===== config.mk =====
export PLATFORM = sky130hd
export DESIGN_NAME = link_cell_deframer
export DESIGN_NICKNAME = d
export VERILOG_FILES = /design/src/hw/rtl/lcd_pkg.sv /design/src/hw/rtl/lcd_core.sv /design/src/hw/rtl/link_cell_deframer.sv
export SDC_FILE = /design/constraint.sdc
export NUM_CORES = 1
export LEC_CHECK = 0
export BUFFER_PORTS_ARGS = -buffer_cell sky130_fd_sc_hd__buf_2
export CAP_MARGIN = 20
export CORE_MARGIN = 2
export CORE_UTILIZATION = 50
export CTS_BUF_LIST = sky130_fd_sc_hd__clkbuf_8
export DETAILED_ROUTE_END_ITERATION = 7
export PLACE_DENSITY_LB_ADDON = 0.15
export SLEW_MARGIN = 20
export SYNTH_ARGS = -nofsm -noshare
export SYNTH_HDL_FRONTEND = slang
export SYNTH_SLANG_ARGS = --single-unit

===== constraint.sdc =====
create_clock -name clk -period 4.5 [get_ports clk]
set_input_delay 0.45 -clock clk [delete_from_list [all_inputs] [get_ports clk]]
set_output_delay 0.45 -clock clk [all_outputs]
set_load 0.02 [all_outputs]

===== src/hw/rtl/lcd_pkg.sv =====
// Shared types and constants for the link cell deframer.
package lcd_pkg;

	localparam logic [7:0]  CMD_VAR_SHORT  = 8'd7;
	localparam logic [7:0]  CMD_VAR_FIRST  = 8'd128;
	localparam logic [15:0] FIXED_LEN      = 16'd509;
	localparam logic [15:0] CAP_RESET      = 16'd8192;

	localparam logic CFG_FOUR_BYTE_ID = 1'b0;
	localparam logic CFG_PAYLOAD_CAP  = 1'b1;

	typedef enum logic [1:0] {
		PH_CID,
		PH_CMD,
		PH_LEN,
		PH_PAY
	} phase_t;

	typedef enum logic [2:0] {
		ROLE_CID     = 3'd0,
		ROLE_CMD     = 3'd1,
		ROLE_LEN     = 3'd2,
		ROLE_KEPT    = 3'd3,
		ROLE_DROPPED = 3'd4
	} role_t;

	typedef struct packed {
		logic        format_error;
		logic [15:0] payload_length;
		logic [7:0]  command;
		logic [31:0] circuit_id;
		logic        cell_done;
		logic [15:0] payload_index;
		logic [7:0]  payload_byte;
		role_t       byte_role;
	} lcd_result_t;

endpackage


===== src/hw/rtl/lcd_core.sv =====
// Cell parsing state and the per-byte next-state and result logic.
module lcd_core (
	input  logic                 clk,
	input  logic                 arst_n,
	input  logic                 step,
	input  logic [7:0]           rx_byte,
	input  logic                 four_byte_id,
	input  logic [15:0]          capacity,
	output lcd_pkg::lcd_result_t result
);
	import lcd_pkg::*;

	phase_t      phase_q, phase_d;
	logic [1:0]  hdr_cnt_q, hdr_cnt_d;
	logic [31:0] cid_q, cid_d;
	logic [7:0]  cmd_q, cmd_d;
	logic [15:0] len_q, len_d;
	logic [15:0] pay_cnt_q, pay_cnt_d;

	logic        is_var;
	logic        keep;
	logic        pay_last;
	logic [1:0]  last_id;
	logic [15:0] len_full;

	assign last_id  = four_byte_id ? 2'd3 : 2'd1;
	assign is_var   = (rx_byte == CMD_VAR_SHORT) || (rx_byte >= CMD_VAR_FIRST);
	assign keep     = pay_cnt_q < capacity;
	assign pay_last = ({1'b0, pay_cnt_q} + 17'd1) >= {1'b0, len_q};
	assign len_full = len_q | {8'h00, rx_byte};

	// next state
	always_comb begin
		phase_d   = phase_q;
		hdr_cnt_d = hdr_cnt_q;
		cid_d     = cid_q;
		cmd_d     = cmd_q;
		len_d     = len_q;
		pay_cnt_d = pay_cnt_q;
		case (phase_q)
			PH_CID: begin
				if (hdr_cnt_q == 2'd0) begin
					cid_d = {24'h0, rx_byte};
					cmd_d = 8'h00;
				end else begin
					cid_d = {cid_q[23:0], rx_byte};
				end
				if (hdr_cnt_q >= last_id) begin
					hdr_cnt_d = 2'd0;
					phase_d   = PH_CMD;
				end else begin
					hdr_cnt_d = hdr_cnt_q + 2'd1;
				end
			end
			PH_CMD: begin
				cmd_d     = rx_byte;
				hdr_cnt_d = 2'd0;
				pay_cnt_d = 16'd0;
				if (is_var) begin
					phase_d = PH_LEN;
				end else if (capacity < FIXED_LEN) begin
					phase_d = PH_CID;
				end else begin
					len_d   = FIXED_LEN;
					phase_d = PH_PAY;
				end
			end
			PH_LEN: begin
				if (hdr_cnt_q == 2'd0) begin
					len_d     = {rx_byte, 8'h00};
					hdr_cnt_d = 2'd1;
				end else begin
					len_d     = len_full;
					hdr_cnt_d = 2'd0;
					phase_d   = (len_full == 16'd0) ? PH_CID : PH_PAY;
				end
			end
			PH_PAY: begin
				if (pay_last) begin
					phase_d   = PH_CID;
					pay_cnt_d = 16'd0;
					hdr_cnt_d = 2'd0;
				end else begin
					pay_cnt_d = pay_cnt_q + 16'd1;
				end
			end
			default: phase_d = PH_CID;
		endcase
	end

	// result fields
	always_comb begin
		result                = '0;
		result.circuit_id     = cid_d;
		result.command        = cmd_d;
		case (phase_q)
			PH_CID: result.byte_role = ROLE_CID;
			PH_CMD: begin
				result.byte_role = ROLE_CMD;
				if (!is_var && (capacity < FIXED_LEN)) begin
					result.cell_done    = 1'b1;
					result.format_error = 1'b1;
				end
			end
			PH_LEN: begin
				result.byte_role = ROLE_LEN;
				result.cell_done = (hdr_cnt_q != 2'd0) && (len_full == 16'd0);
			end
			PH_PAY: begin
				if (keep) begin
					result.byte_role     = ROLE_KEPT;
					result.payload_byte  = rx_byte;
					result.payload_index = pay_cnt_q;
				end else begin
					result.byte_role = ROLE_DROPPED;
				end
				if (pay_last) begin
					result.cell_done      = 1'b1;
					result.payload_length = (len_q < capacity) ? len_q : capacity;
				end
			end
			default: result.byte_role = ROLE_CID;
		endcase
	end

	always_ff @(posedge clk or negedge arst_n) begin
		if (!arst_n) begin
			phase_q   <= PH_CID;
			hdr_cnt_q <= 2'd0;
			cid_q     <= 32'h0;
			cmd_q     <= 8'h00;
			len_q     <= 16'h0;
			pay_cnt_q <= 16'h0;
		end else if (step) begin
			phase_q   <= phase_d;
			hdr_cnt_q <= hdr_cnt_d;
			cid_q     <= cid_d;
			cmd_q     <= cmd_d;
			len_q     <= len_d;
			pay_cnt_q <= pay_cnt_d;
		end
	end

endmodule


===== src/hw/rtl/link_cell_deframer.sv =====
// Top level of the link cell deframer: input register, parser, result register.
//
// Channel  Dir  Request content
// s_axis   in   one received link byte (tdata = rx_byte)
// m_axis   out  one result per byte (tdata summary fields, tuser role/error, tlast cell end)
// cfg      in   register write: index 0 id width, index 1 payload capacity
//
// One byte per cycle sustained while the output is not stalled; every byte passes
// the input register, then the result register, from input acceptance to result.
// The parser state and all result fields are settled by one pass of logic
// between the two registers; no loop or shared unit limits the rate.
// Reset (arst_n, asynchronous) empties both registers and returns the
// parser to expecting a circuit id; capacity resets to 8192, id width to 2.
// A stalled output holds its request while the input register still takes
// one more byte; s_axis_tready then drops until the result is taken.
module link_cell_deframer (
	input  logic        clk,
	input  logic        arst_n,
	// input stream
	input  logic        s_axis_tvalid,
	output logic        s_axis_tready,
	input  logic [7:0]  s_axis_tdata,   // [7:0] rx_byte
	// result stream
	output logic        m_axis_tvalid,
	input  logic        m_axis_tready,
	output logic [79:0] m_axis_tdata,   // [7:0] payload_byte, [23:8] payload_index,
	                                    // [55:24] circuit_id, [63:56] command,
	                                    // [79:64] payload_length
	output logic [3:0]  m_axis_tuser,   // [2:0] byte_role, [3] format_error
	output logic        m_axis_tlast,   // cell_done
	// configuration writes
	input  logic        cfg_valid,
	output logic        cfg_ready,
	input  logic        cfg_index,
	input  logic [15:0] cfg_data
);
	import lcd_pkg::*;

	// configuration registers
	logic        four_byte_id_q;
	logic [15:0] capacity_q;

	// input stage
	logic        valid_s1;
	logic [7:0]  byte_s1;

	// result stage
	logic        valid_s2;
	lcd_result_t result_s2;
	lcd_result_t result;

	logic advance;   // result register can take a new request
	logic step;      // parser consumes the byte in the input register

	assign cfg_ready     = 1'b1;
	assign advance       = !valid_s2 || m_axis_tready;
	assign step          = valid_s1 && advance;
	assign s_axis_tready = !valid_s1 || advance;

	always_ff @(posedge clk or negedge arst_n) begin
		if (!arst_n) begin
			four_byte_id_q <= 1'b0;
			capacity_q     <= CAP_RESET;
		end else if (cfg_valid) begin
			case (cfg_index)
				CFG_FOUR_BYTE_ID: four_byte_id_q <= cfg_data[0];
				CFG_PAYLOAD_CAP:  capacity_q     <= cfg_data;
				default:          capacity_q     <= capacity_q;
			endcase
		end
	end

	always_ff @(posedge clk or negedge arst_n) begin
		if (!arst_n) begin
			valid_s1 <= 1'b0;
		end else if (s_axis_tready) begin
			valid_s1 <= s_axis_tvalid;
		end
	end

	always_ff @(posedge clk) begin
		if (s_axis_tready && s_axis_tvalid) begin
			byte_s1 <= s_axis_tdata;
		end
	end

	lcd_core u_core (
		.clk          (clk),
		.arst_n       (arst_n),
		.step         (step),
		.rx_byte      (byte_s1),
		.four_byte_id (four_byte_id_q),
		.capacity     (capacity_q),
		.result       (result)
	);

	always_ff @(posedge clk or negedge arst_n) begin
		if (!arst_n) begin
			valid_s2 <= 1'b0;
		end else if (advance) begin
			valid_s2 <= valid_s1;
		end
	end

	always_ff @(posedge clk) begin
		if (step) begin
			result_s2 <= result;
		end
	end

	assign m_axis_tvalid = valid_s2;
	assign m_axis_tdata  = {result_s2.payload_length, result_s2.command,
	                        result_s2.circuit_id, result_s2.payload_index,
	                        result_s2.payload_byte};
	assign m_axis_tuser  = {result_s2.format_error, result_s2.byte_role};
	assign m_axis_tlast  = result_s2.cell_done;

	// a consumed byte always lands in the result register on the next edge
	assert property (@(posedge clk) disable iff (!arst_n)
		step |=> valid_s2)
		else $error("consumed byte produced no result");

	// an error ends a cell on its command byte, with nothing kept
	assert property (@(posedge clk) disable iff (!arst_n)
		(valid_s2 && result_s2.format_error) |->
		(result_s2.cell_done && result_s2.byte_role == ROLE_CMD &&
		 result_s2.payload_length == 16'd0))
		else $error("format error outside a refused fixed cell");

	// a nonzero kept length only appears on the closing byte of a payload
	assert property (@(posedge clk) disable iff (!arst_n)
		(valid_s2 && result_s2.payload_length != 16'd0) |->
		(result_s2.cell_done &&
		 (result_s2.byte_role == ROLE_KEPT || result_s2.byte_role == ROLE_DROPPED)))
		else $error("payload length reported off a cell end");

	// kept bytes never sit at or beyond the capacity
	assert property (@(posedge clk) disable iff (!arst_n)
		(valid_s2 && result_s2.byte_role == ROLE_KEPT) |->
		(result_s2.payload_index < capacity_q))
		else $error("kept payload byte beyond capacity");

endmodule


==> metrics.md, run 1 <==
| Metric | Value |
|---|---|
| Area contributors post-synth | edfxtp_1 (30%), dfrtp_1 (25%), ha_1 (7.3%), mux2_2 (4.2%), nand2_1 (4.1%) |
| Standby leakage power | approximately 4.7 nW |
| Slew Viols, Final | 0 |
| Net Sw Power | ~2.2 mW |
| Avg WL per Cell | 18.2 um |
| WS Path Type | register to register |
| Comb pwr share | 35.0% |
| Clk slew on worst S/H paths | 0.11 ns |
| Skew final | 0.0197 ns |
| Top-area cell type share of the netlist area | ~30% |
| Worst Path Required | about 4.7 ns |
| Initial DRT Pass Iterations | 5 |
| Worst Setup SP | u_core.pay_cnt_q[0] |
| Max Fclk | approximately 0.26 GHz |
| Pin count of the biggest net entering global routing | between 100 and 150 |
| Critical path startpoint category | register |
| Core area | approximately 18000 um2 |
| Final Hold Viols | 0 |
| CTS resizes | 0 |
| Fraction of the mapped netlist area in compound gates | a little under an eighth |
| Mapped Avg Cell Area | 11.5 um2 |
| Iter 0 DRT Violations | between 400 and 500 |
| Crit path capture type | register |
| Share of power burned in registers | 45.6% |
| Share of cells above drive strength 1 | 23.0% |
| Run status | finished, final reports clean |
| Fill count | between 1500 and 2000 |
| Initial antenna violation count | 0 |
| Warnings from Yosys | 0 |
| Worst-case hold slack | approximately 0.094 ns |
| Hold-fix buffers, CTS | 0 |
| Crit path max fanout | 17 |
| Cell with the most instances on the worst path | ha_1 |
| Root buf cell | clkbuf_8 |
| Mapped Nets | 888 |
| Syn Inst Count | around 800 |
| Post-Synth Adder-Cell Area | 7.28% |
| Sequential share of the synthesized area | between 50% and 60% |
| Clock share of power | 19.5% |
| Post-CTS setup buffers | 0 |
| Part of the cycle the worst path needs | a little over four fifths |
| Layout net count | ~1000 |
| Slew headroom | 39.8% |
| Setup tns final | 0 ns |
| Peak VDD IR | 0.000251 V |
| Vias in the first global route | between 6000 and 7000 |
| Flops & latches, synth | roughly 190 |
| Antenna-violating nets left | 0 |
| R2r endpoint | m_axis_tlast |
| Simple-Gate Fraction of Synth Area | between 10% and 20% |
| Routed WL | roughly 21000 um |
| Layout Area Growth over Synthesis | 12.3% |
| Crit path time final | roughly 3.8 ns |
| Final GP Congestion | 0.878 |
| R2R Setup Slk | 0.68 ns |
| PD cells | 537 nW/um2 |
| Switching part of the total | ~39% |
| Worst-Skew Late Latency | roughly 0.48 ns |
| Most instantiated cells after synthesis | nand2_1 (102), dfrtp_1 (94), edfxtp_1 (93) |
| Async S/R FF share, synth | 50.5% |
| Post-synth top area cell | edfxtp_1 |
| Overall power | 5.59 mW |
| Most common cell in the synthesized netlist | nand2_1 |
| Internal power consumption | 3.39 mW |
| Mux contribution to synthesized area | between 7 and 8% |
| Total grt overflow | 0 |
| Main synth FF type | dfrtp_1 |
| Worst r2r src | u_core.pay_cnt_q[0] |
| Worst-Margin Slew | between 0.8 and 0.9 ns |
| Via/cell ratio | 5.51 |
| Vias | between 6000 and 7000 |
| # Max-Cap Violations | 0 |
| Buf+Inv Stages, Crit Path | 1 |
| CTS Buf Count | 17 |
| Crit path max-delay cell type | o21ai_2 |
| Die Wd | 140 um |
| CP top delay family | compound AO/OA/AOI/OAI gates |
| ANT cells | 0 |
| Worst hold path type | primary input to asynchronous set/reset pin |
| First-pass GRT wire length | 33400 um |
| Initial core utilization | about half |
| Die height | around 140 um |
| RSZ-0062 raised after global routing | false |
| CTS tree | built |
| Max clock buf depth | 2 |
| Clk sinks | roughly 190 |
| Worst R2R Path Depth | 13 |
| IO buf count | approximately 120 |
| Final setup viols | 0 |
| # IOs | roughly 120 |
| Unique masters post-synth | 66 |
| CP Cell Sequence | ha_1 -> nand2_1 -> nor3_2 -> and3_1 -> xor2_1 -> ha_1 -> a21oi_1 -> o21ai_0 -> nand2b_1 -> o41ai_4 -> buf_4 -> o21ai_2 -> a31oi_1 |
| Post-synth EDFFs | between 90 and 100 |
| Slowest stage delay, CP | slightly below 0.6 ns |
| Gr usage total | 22.0% |
| Residual DRC count | 0 |
| Xor and xnor area share after synthesis | under 10% |
| Arrival @ worst endpoint | approximately 4 ns |
| H-tree levels | 4 |
| Std cell rows | between 40 and 50 |
| Combinational family with the most area after synthesis | simple AND/OR/NAND/NOR gates |
| Final HPWL from detailed placement | 14400 um |
| Cell Area, Synth | ~9300 um2 |
| Die Area | between 15000 and 20000 um2 |
==> layer usage <==
| metal | GRT usage (%) | vias to the layer above | share of wire, % |
|---|---|---|---|
| met5 | 0 | - | 0 |
| met4 | 5.85 | 0 | 1.4 |
| met3 | 4.85 | 20 | 5.6 |
| met2 | 32.2 | 190 | 44 |
| met1 | 33.3 | 3087 | 49 |
| li1 | - | 3067 | - |
==> worst max-delay path by stage <==
stage	slack (ns)	cells after the start	end
5_1_grt	0.29	13	m_axis_tlast
4_1_cts	0.68	13	m_axis_tlast
3_3_place_gp	0.84	13	m_axis_tlast
6_report	0.68	13	m_axis_tlast
2_1_floorplan	0.41	5	m_axis_tdata[0]
3_5_place_dp	0.70	13	m_axis_tlast
==> flip-flops by register name, indices dropped and copies added, names as in the netlist, 4 cells and up <==
name and count:
u_core.len_q 16, m_axis_tdata 80, capacity_q 16, u_core.pay_cnt_q 16
u_core.cmd_q 8, m_axis_tuser 4, byte_s1 8, u_core.cid_q 32
==> cell usage in the layout, fill, tap and decap left out, drive strengths merged, types with 3 or more instances in the layout <==
cell type  Yosys  final
a31oi          4      4
ha            54     54
a21oi         28     28
a21o           7      7
buf           16    122
xnor2          9      9
nor3           4      4
a22o          19     19
and3           9      9
and2          25     25
clkinvlp       0      3
nand3         23     23
nor4           8      8
o31ai          7      7
clkinv         3      7
inv           67     74
nand2b         6      6
dfrtp         94     94
edfxtp        93     93
nor2          31     31
a211oi         5      5
nand2        102    102
clkbuf        15     18
o21ai         70     70
mux2          37     37
xor2           5      5
nand4         12     12
nor2b          4      4
mux2i         25     25
==> worst register-to-register path, delay by kind of cell (launching register included) <==
family / cells / cell delay (ns)
AO/OA/AOI/OAI: 5 / 1.07
AND/OR/NAND/NOR: 4 / 0.98
XOR/XNOR: 1 / 0.21
buffers and inverters: 1 / 0.19
adder cells (fa/ha/maj): 2 / 0.58
flip-flops: 1 / 0.51
==> through the flow <==
stage,setup slack (ns),util (%),instances,instance area [um2]
CTS,0.680,57.6,1155,10400
finish,0.681,57.6,1155,10400
floorplan,0.406,-,804,9280
detailed placement,0.697,55.5,1123,10000
global route,0.295,57.6,1155,10400
global placement,0.839,55.5,1123,10000
==> power by group through the flow <==
stage               combinational [mW]  sequential [mW]  clock, mW
floorplan                         1.30             2.65          0
global placement                  1.90             2.57          0
detailed placement                1.93             2.58          0
CTS                               1.95             2.54       1.10
global route                      2.16             2.59       1.18
finish                            1.95             2.55       1.09
==> cells by family (layout without fill, tap and decap cells) <==
group / count (synthesis) / in the layout
fa+ha+maj: 54 / 54
flops: 188 / 188
simple gates: 231 / 231
mux: 62 / 62
compound gates: 152 / 152
other cells: 1 / 1
xor+xnor: 14 / 14
buf+inv: 102 / 224
==> area by class of cell <==
type                       instances  area, um2  share of cell area (%)
clock buffer                      18        248                    2.38
clock inverter                    14        133                    1.27
inverter                          70        265                    2.55
multi-input combinational        514       3670                    35.2
sequential                       188       5170                    49.7
tap                              229        287                    2.75
timing repair buffer             122        641                    6.15
(Power assumes the default switching activity.)
==> inputs of run 2 (changes only) <==
==> constraint.sdc (replaced) <==
create_clock -name clk -period 3.34 [get_ports clk]
set_input_delay 0.334 -clock clk [delete_from_list [all_inputs] [get_ports clk]]
set_output_delay 0.334 -clock clk [all_outputs]
set_load 0.02 [all_outputs]
==> metrics.md, run 2 (same netlist as run 1, synthesis figures left out) <==
| Metric | Value |
|---|---|
| Run status | finished, final reports clean (unchanged) |
| Final setup viols | 0 (unchanged) |
| Peak VDD IR | 0.000356 V (was 0.000251 V) |
| PD cells | 724 nW/um2 (was 537 nW/um2) |
| Slew Viols, Final | 0 (unchanged) |
| Final HPWL from detailed placement | 14700 um (was 14400 um) |
| Max Fclk | 0.321 GHz (was 0.262 GHz) |
| Initial core utilization | 51.3% (unchanged) |
| Critical path startpoint category | register (unchanged) |
| ANT cells | 0 (unchanged) |
| CP Cell Sequence | ha_1 -> nand2_1 -> nor3_4 -> and3_1 -> xor2_1 -> ha_1 -> nand4_1 -> nor2_1 -> a22oi_4 -> nand2_1 -> o21ai_2 -> buf_12 -> nor2_1 (was ha_1 -> nand2_1 -> nor3_2 -> and3_1 -> xor2_1 -> ha_1 -> a21oi_1 -> o21ai_0 -> nand2b_1 -> o41ai_4 -> buf_4 -> o21ai_2 -> a31oi_1) |
| Die height | 140 um (unchanged) |
| Met3 GRT Util | 4.00% (was 4.85%) |
| Antenna-violating nets left | 0 (unchanged) |
| Max FFs per register | 80 (unchanged) |
| # Max-Cap Violations | 0 (unchanged) |
| IO buf count | 116 (unchanged) |
| Grt peak-use layer | met2 (was met1) |
| Share of cells above drive strength 1 | 24.6% (was 23.0%) |
| Pre-CTS WS | 0.165 ns (was 0.697 ns) |
| Vias in the first global route | 6340 (was 6153) |
| Slew headroom | 46.8% (was 39.8%) |
| Worst r2r src | u_core.pay_cnt_q[0] (unchanged) |
| Worst-case hold slack | 0.0277 ns (was 0.0943 ns) |
| GR Util met1 | 32.9% (was 33.3%) |
| R2r endpoint | m_axis_tdata[75] (was m_axis_tlast) |
| Slowest stage delay, CP | 0.37 ns (was 0.58 ns) |
| Die Area | 19700 um2 (unchanged) |
| Pin count of the biggest net entering global routing | 133 (was 136) |
| H-tree levels | 4 (unchanged) |
| Worst R2R Path Depth | 13 (unchanged) |
| Vias | 6488 (was 6364) |
| Core area | 18100 um2 (unchanged) |
| Hold path depth | 1 |
| Setup tns final | 0 ns (unchanged) |
| Overall power | 7.76 mW (was 5.59 mW) |
| Crit path time final | 3.12 ns (was 3.82 ns) |
| Gr usage total | 22.2% (was 22.0%) |
| Std cell rows | 49 (unchanged) |
| Worst Path Required | 3.58 ns (was 4.70 ns) |
| WS Path Type | register to register (unchanged) |
| Clk sinks | 188 (unchanged) |
| Worst hold path type | primary input to register (was primary input to asynchronous set/reset pin) |
| Avg WL per Cell | 17.8 um (was 18.2 um) |
| Via/cell ratio | 5.51 (about the same) |
| Layout Area Growth over Synthesis | 15.5% (was 12.3%) |
| R2R Setup Slk | 0.22 ns (was 0.68 ns) |
| Routed WL | 21000 um (about the same) |
| Skew final | 0.0122 ns (was 0.0197 ns) |
| Clk slew on worst S/H paths | 0.10 ns (was 0.11 ns) |
| Layout net count | 1019 (was 997) |
| Standby leakage power | 4.84 nW (was 4.67 nW) |
| CTS tree | built (unchanged) |
| Residual DRC count | 0 (unchanged) |
| Worst-Margin Slew | 0.798 ns (was 0.897 ns) |
| First-pass GRT wire length | 34100 um (was 33400 um) |
| Part of the cycle the worst path needs | 93.3% (was 84.9%) |
| Post-CTS setup buffers | 0 (unchanged) |
| Crit path max fanout | 16 (was 17) |
| Commonest non-fill, non-tap cells in the layout | buf_2 (115), nand2_1 (102), dfrtp_1 (94), edfxtp_1 (93), inv_1 (66) (was buf_2 (115), nand2_1 (102), dfrtp_1 (94), edfxtp_1 (93), inv_1 (67)) |
| Commonest non-fill, non-tap cell in the layout | buf_2 (unchanged) |
| Final Hold Viols | 0 (unchanged) |
| Fill count | 1494 (was 1579) |
| Final GP Congestion | 0.937 (was 0.878) |
| Initial antenna violation count | 0 (unchanged) |
| RSZ-0062 raised after global routing | false (unchanged) |
| GR Util met2 | 33.5% (was 32.2%) |
| Crit path max-delay cell type | dfrtp_1 (was o21ai_2) |
| Final setup margin | 0.223 ns (was 0.681 ns) |
| Min-Delay Startpoint | s_axis_tdata[3] |
| # IOs | 118 (unchanged) |
| Initial DRT Pass Iterations | 5 (unchanged) |
| Worst-Skew Late Latency | 0.48 ns (about the same) |
| CTS Buf Count | 17 (unchanged) |
| Hold Crit Endpoint | byte_s1[3] |
| Arrival @ worst endpoint | 3.35 ns (was 4.02 ns) |
| Max clock buf depth | 2 (unchanged) |
| Root buf cell | clkbuf_8 (unchanged) |
| Die Wd | 140 um (unchanged) |
| Iter 0 DRT Violations | 552 (was 454) |
| Total grt overflow | 0 (unchanged) |
| Crit path capture type | register (unchanged) |
## run 2: how the worst max path moves through the flow
stage,from,to,slack (ns),depth (start not counted)
floorplan,u_core.pay_cnt_q[0],m_axis_tdata[64],0.27,13
CTS,u_core.pay_cnt_q[3],u_core.pay_cnt_q[0],0.14,10
global route,u_core.pay_cnt_q[0],m_axis_tdata[75],0.03,13
finish,u_core.pay_cnt_q[0],m_axis_tdata[75],0.22,13
global placement,u_core.pay_cnt_q[3],u_core.pay_cnt_q[0],0.26,10
detailed placement,u_core.pay_cnt_q[3],u_core.pay_cnt_q[0],0.16,10
## run 2: what timing repair did
item	in CTS	in global routing
resized for setup	0	2
hold buffers	2	2
hold endpoints to repair	50	2
setup endpoints to repair	0	22
## run 2: per-stage QoR
step	util (%)	std cells	area, um2
3_3_place_gp	56.4	1141	10200
4_1_cts	59.1	1175	10700
6_report	59.2	1177	10700
5_1_grt	59.2	1177	10700
3_5_place_dp	56.4	1141	10200
2_1_floorplan	-	804	9280
## run 2: final cells by class
cell class / instances / area, um2 / share of cell area (%)
Clock buffer: 17 / 234 / 2.18
Inverter: 70 / 265 / 2.48
Timing Repair Buffer: 144 / 853 / 7.97
Multi-Input combinational cell: 514 / 3680 / 34.4
Tap cell: 229 / 287 / 2.67
Sequential cell: 188 / 5170 / 48.3
Clock inverter: 15 / 220 / 2.06
## run 2: layer usage
layer	share of wire, %	routed length [um]
met1	48	10000
met5	0	0
met3	5.3	1110
met4	1.8	376
met2	45	9480
## run 2: power by group
group | leakage [nW] | internal, mW | switching, mW
Combinational | 2.50 | 1.01 | 1.69
Sequential | 2.12 | 3.04 | 0.364
Clock | 0.222 | 0.720 | 0.939
Total | 4.84 | 4.76 | 2.99
## run 2: worst max-delay path, delay by kind of cell, from the launching register on
kind	cells	cell delay, ns
adders and majority gates	2	0.54
buffers and inverters	1	0.18
DFF	1	0.37
xor gates and xnor gates	1	0.20
AOI/OAI and AO/OA	2	0.48
and+or+nand+nor	7	1.10
==> inputs of run 3 (changes only) <==
--- a/config.mk
+++ b/config.mk
@@ -7,12 +7,15 @@
 export LEC_CHECK = 0
 export BUFFER_PORTS_ARGS = -buffer_cell sky130_fd_sc_hd__buf_2
 export CAP_MARGIN = 20
+export CELL_PAD_IN_SITES_DETAIL_PLACEMENT = 1
+export CELL_PAD_IN_SITES_GLOBAL_PLACEMENT = 2
 export CORE_MARGIN = 2
-export CORE_UTILIZATION = 50
+export CORE_UTILIZATION = 36
 export CTS_BUF_LIST = sky130_fd_sc_hd__clkbuf_8
 export DETAILED_ROUTE_END_ITERATION = 7
 export PLACE_DENSITY_LB_ADDON = 0.15
 export SLEW_MARGIN = 20
 export SYNTH_ARGS = -nofsm -noshare
 export SYNTH_HDL_FRONTEND = slang
+export SYNTH_HIERARCHICAL = 1
 export SYNTH_SLANG_ARGS = --single-unit
==> constraint.sdc (replaced) <==
create_clock -name clk -period 2.71 [get_ports clk]
set_input_delay 0.271 -clock clk [delete_from_list [all_inputs] [get_ports clk]]
set_output_delay 0.271 -clock clk [all_outputs]
set_load 0.02 [all_outputs]
==> metrics.md, run 3 <==
| Metric | Value |
|---|---|
| Run status | finished with violations (was finished, final reports clean) |
| Failing checks | setup timing |
| Total grt overflow | 0 (unchanged) |
| Peak VDD IR | 0.000352 V (was 0.000356 V) |
| Gr usage total | 20.5% (was 22.2%) |
| Fill count | 2770 (was 1494) |
| Crit path max fanout | 8 (was 16) |
| Die height | 165 um (was 140 um) |
| Max Fclk | 0.293 GHz (was 0.321 GHz) |
| Clk sinks | 188 (unchanged) |
| Commonest non-fill, non-tap cells in the layout | buf_2 (115), edfxtp_1 (93), dfrtp_1 (92), buf_4 (84), nand2_1 (80) (was buf_2 (115), nand2_1 (102), dfrtp_1 (94), edfxtp_1 (93), inv_1 (66)) |
| Post-synth top area cell | edfxtp_1 (unchanged) |
| Std cell rows | 58 (was 49) |
| Die Wd | 165 um (was 140 um) |
| Final GP Congestion | 0.824 (was 0.937) |
| Pin count of the biggest net entering global routing | 130 (was 133) |
| # Max-Cap Violations | 0 (unchanged) |
| Vias | 6896 (was 6488) |
| Area contributors post-synth | edfxtp_1 (30%), dfrtp_1 (25%), ha_1 (6.6%), mux2_2 (5.7%), nand2_1 (3.3%) (was edfxtp_1 (30%), dfrtp_1 (25%), ha_1 (7.3%), mux2_2 (4.2%), nand2_1 (4.1%)) |
| Worst-Skew Late Latency | 0.49 ns (was 0.48 ns) |
| CTS tree | built (unchanged) |
| Post-Synth Adder-Cell Area | 6.59% (was 7.28%) |
| Final Hold Viols | 0 (unchanged) |
| Cell Area, Synth | 9310 um2 (was 9280 um2) |
| Worst Path Required | 2.95 ns (was 3.58 ns) |
| Warnings from Yosys | 6 (was 0) |
| Layout Area Growth over Synthesis | 28.1% (was 15.5%) |
| Skew final | 0.0185 ns (was 0.0122 ns) |
| Arrival @ worst endpoint | 3.66 ns (was 3.35 ns) |
| ANT cells | 0 (unchanged) |
| Most instantiated cells after synthesis | dfrtp_1 (94), edfxtp_1 (93), nand2_1 (81) (was nand2_1 (102), dfrtp_1 (94), edfxtp_1 (93)) |
| Root buf cell | clkbuf_8 (unchanged) |
| Routed WL | 27300 um (was 21000 um) |
| Net Sw Power | 4.54 mW (was 2.99 mW) |
| Commonest non-fill, non-tap cell in the layout | buf_2 (unchanged) |
| Initial core utilization | 36.8% (was 51.3%) |
| Final setup margin | -0.708 ns (was 0.223 ns) |
| Fraction of the mapped netlist area in compound gates | 9.43% (was 11.3%) |
| Share of power burned in registers | 37.8% (was 43.8%) |
| Clk slew on worst S/H paths | 0.12 ns (was 0.10 ns) |
| Clock share of power | 17.8% (was 21.4%) |
| Initial antenna violation count | 1 (was 0) |
| Async S/R FF share, synth | 50.5% (unchanged) |
| Die Area | 27100 um2 (was 19700 um2) |
| Hold path depth | 2 (was 1) |
| Main synth FF type | dfrtp_1 (unchanged) |
| Flops & latches, synth | 188 (unchanged) |
| Via/cell ratio | 5.11 (was 5.51) |
| Mapped Avg Cell Area | 11.8 um2 (was 11.5 um2) |
| H-tree levels | 4 (unchanged) |
| Share of cells above drive strength 1 | 37.8% (was 24.6%) |
| Antenna-violating nets left | 0 (unchanged) |
| Unique masters post-synth | 65 (was 66) |
| Worst-Margin Slew | 0.949 ns (was 0.798 ns) |
| Comb pwr share | 44.4% (was 34.8%) |
| Avg WL per Cell | 20.2 um (was 17.8 um) |
| RSZ-0062 raised after global routing | true (was false) |
| Mux contribution to synthesized area | 9.24% (was 7.19%) |
| Top-area cell type share of the netlist area | 30.0% (was 30.1%) |
| Max clock buf depth | 2 (unchanged) |
| Combinational family with the most area after synthesis | simple AND/OR/NAND/NOR gates (unchanged) |
| Worst R2R Path Depth | 14 (was 13) |
| Final HPWL from detailed placement | 18900 um (was 14700 um) |
| Switching part of the total | 40.9% (was 38.6%) |
| Layout net count | 1086 (was 1019) |
| Standby leakage power | 5.29 nW (was 4.84 nW) |
| Worst hold path type | primary input to register (unchanged) |
| Simple-Gate Fraction of Synth Area | 14.0% (was 12.4%) |
| Sequential share of the synthesized area | 55.6% (was 55.8%) |
| Vias in the first global route | 7340 (was 6340) |
| Post-synth EDFFs | 93 (unchanged) |
| WS Path Type | register to register (unchanged) |
| Overall power | 11.1 mW (was 7.76 mW) |
| Slew Viols, Final | 0 (unchanged) |
| Setup tns final | -19.74 ns (was 0 ns) |
| Core area | 25300 um2 (was 18100 um2) |
| # IOs | 118 (unchanged) |
| Final setup viols | 37 (was 0) |
| Most common cell in the synthesized netlist | dfrtp_1 (was nand2_1) |
| Critical path startpoint category | register (unchanged) |
| Crit path capture type | register (unchanged) |
| Slew headroom | 36.8% (was 46.8%) |
| Mapped Nets | 868 (was 888) |
| Iter 0 DRT Violations | 373 (was 552) |
| PD cells | 932 nW/um2 (was 724 nW/um2) |
| IO buf count | 116 (unchanged) |
| Max FFs per register | 80 (unchanged) |
| First-pass GRT wire length | 41900 um (was 34100 um) |
| Residual DRC count | 0 (unchanged) |
| Worst-case hold slack | 0.0318 ns (was 0.0277 ns) |
| Crit path time final | 3.42 ns (was 3.12 ns) |
| Xor and xnor area share after synthesis | 1.32% (about the same) |
| Part of the cycle the worst path needs | 126% (was 93.3%) |
| Syn Inst Count | 789 (was 804) |
| Internal power consumption | 6.57 mW (was 4.76 mW) |
| CTS Buf Count | 17 (unchanged) |
| Initial DRT Pass Iterations | 5 (unchanged) |
## run 3: cell types whose count changed in the layout (fill, tap and decap cells not counted), moves of 10 or more
| cell | change |
|---|---|
| o21ai_0 | -20 |
| buf_4 | +63 |
| mux2_4 | +10 |
| dlygate4sd3_1 | +15 |
| a22o_1 | -10 |
| buf_6 | +11 |
| nand2_1 | -22 |
| nand2b_1 | +25 |
| mux2_2 | +12 |
| inv_1 | -29 |
## run 3: layout make-up
type | count | area (um2) | share of cell area (%)
clock buffer | 17 | 234 | 1.96
clock inverter | 15 | 186 | 1.56
inverter | 42 | 158 | 1.32
multi-input combinational | 525 | 4150 | 34.9
sequential | 188 | 5170 | 43.4
tap | 330 | 413 | 3.46
timing repair buffer | 233 | 1600 | 13.4
## run 3: logic make-up (layout without fill, tap and decap cells)
family	count (synthesis)	count (layout)
AOI/OAI and AO/OA	136	136
xor gates and xnor gates	14	14
adders and majority gates	49	49
buffers and inverters	77	307
DFF	188	188
muxes	75	75
other	1	1
and+or+nand+nor	249	250
## run 3: path summary, 6_finish.rpt
check | from | endpoint | slack (ns)
worst max-delay path | u_core/pay_cnt_q[0] | m_axis_tdata[65] | -0.71
worst max register to register | u_core/pay_cnt_q[0] | m_axis_tdata[65] | -0.71
max in group asynchronous | arst_n | u_core/cid_q[16] | 1.63
worst min-delay path | cfg_data[7] | capacity_q[7] | 0.03
worst min register to register | u_core/cid_q[29] | u_core/cid_q[29] | 0.52
min in group asynchronous | arst_n | u_core/pay_cnt_q[9] | 0.34
## run 3: metrics by stage
step	setup slack, ns	area (um2)	cells	utilization (%)
5_1_grt	-0.782	11900	1350	47.2
4_1_cts	-0.602	11700	1344	46.4
3_3_place_gp	-0.673	10700	1274	42.6
6_report	-0.708	11900	1350	47.2
3_5_place_dp	-0.715	10700	1274	42.6
2_1_floorplan	-0.833	9350	789	-
## run 3: per-layer routing
layer  track usage (%)  routed length [um]  vias up
li1                  -                   -     3258
met1              28.8               13100     3498
met2              33.0               12900      126
met3              3.37                 923       14
met4              5.57                 282        0
met5                 0                   0        -
## run 3: power by group through the flow
stage | logic [mW] | registers (mW) | clock network [mW]
4_1_cts | 4.80 | 4.19 | 2.05
3_3_place_gp | 4.18 | 4.22 | 0
5_1_grt | 5.41 | 4.27 | 2.14
6_report | 4.93 | 4.20 | 1.98
2_1_floorplan | 2.59 | 4.42 | 0
3_5_place_dp | 4.33 | 4.25 | 0
## run 3: timing repair
action / in CTS / in global routing
hold buffers: 19 / 0
cloned: 3 / 0
endpoints found under the setup margin: 70 / 62
setup buffers: 16 / 10
gates resized for setup: 46 / 41
endpoints found under the hold margin: 59 / 0
pin swaps: 23 / 15
## run 3: worst max-delay path: stages, from the launching register on
cell and delay (ns):
dfrtp_2 0.40, ha_4 0.15, nand3_4 0.06, or2_1 0.25
or4_4 0.45, xnor2_2 0.15, ha_1 0.30, a21o_1 0.18
a221o_1 0.34, nor3_2 0.19, nor2_2 0.10, o311ai_4 0.26
buf_6 0.16, buf_12 0.13, nor2_1 0.05
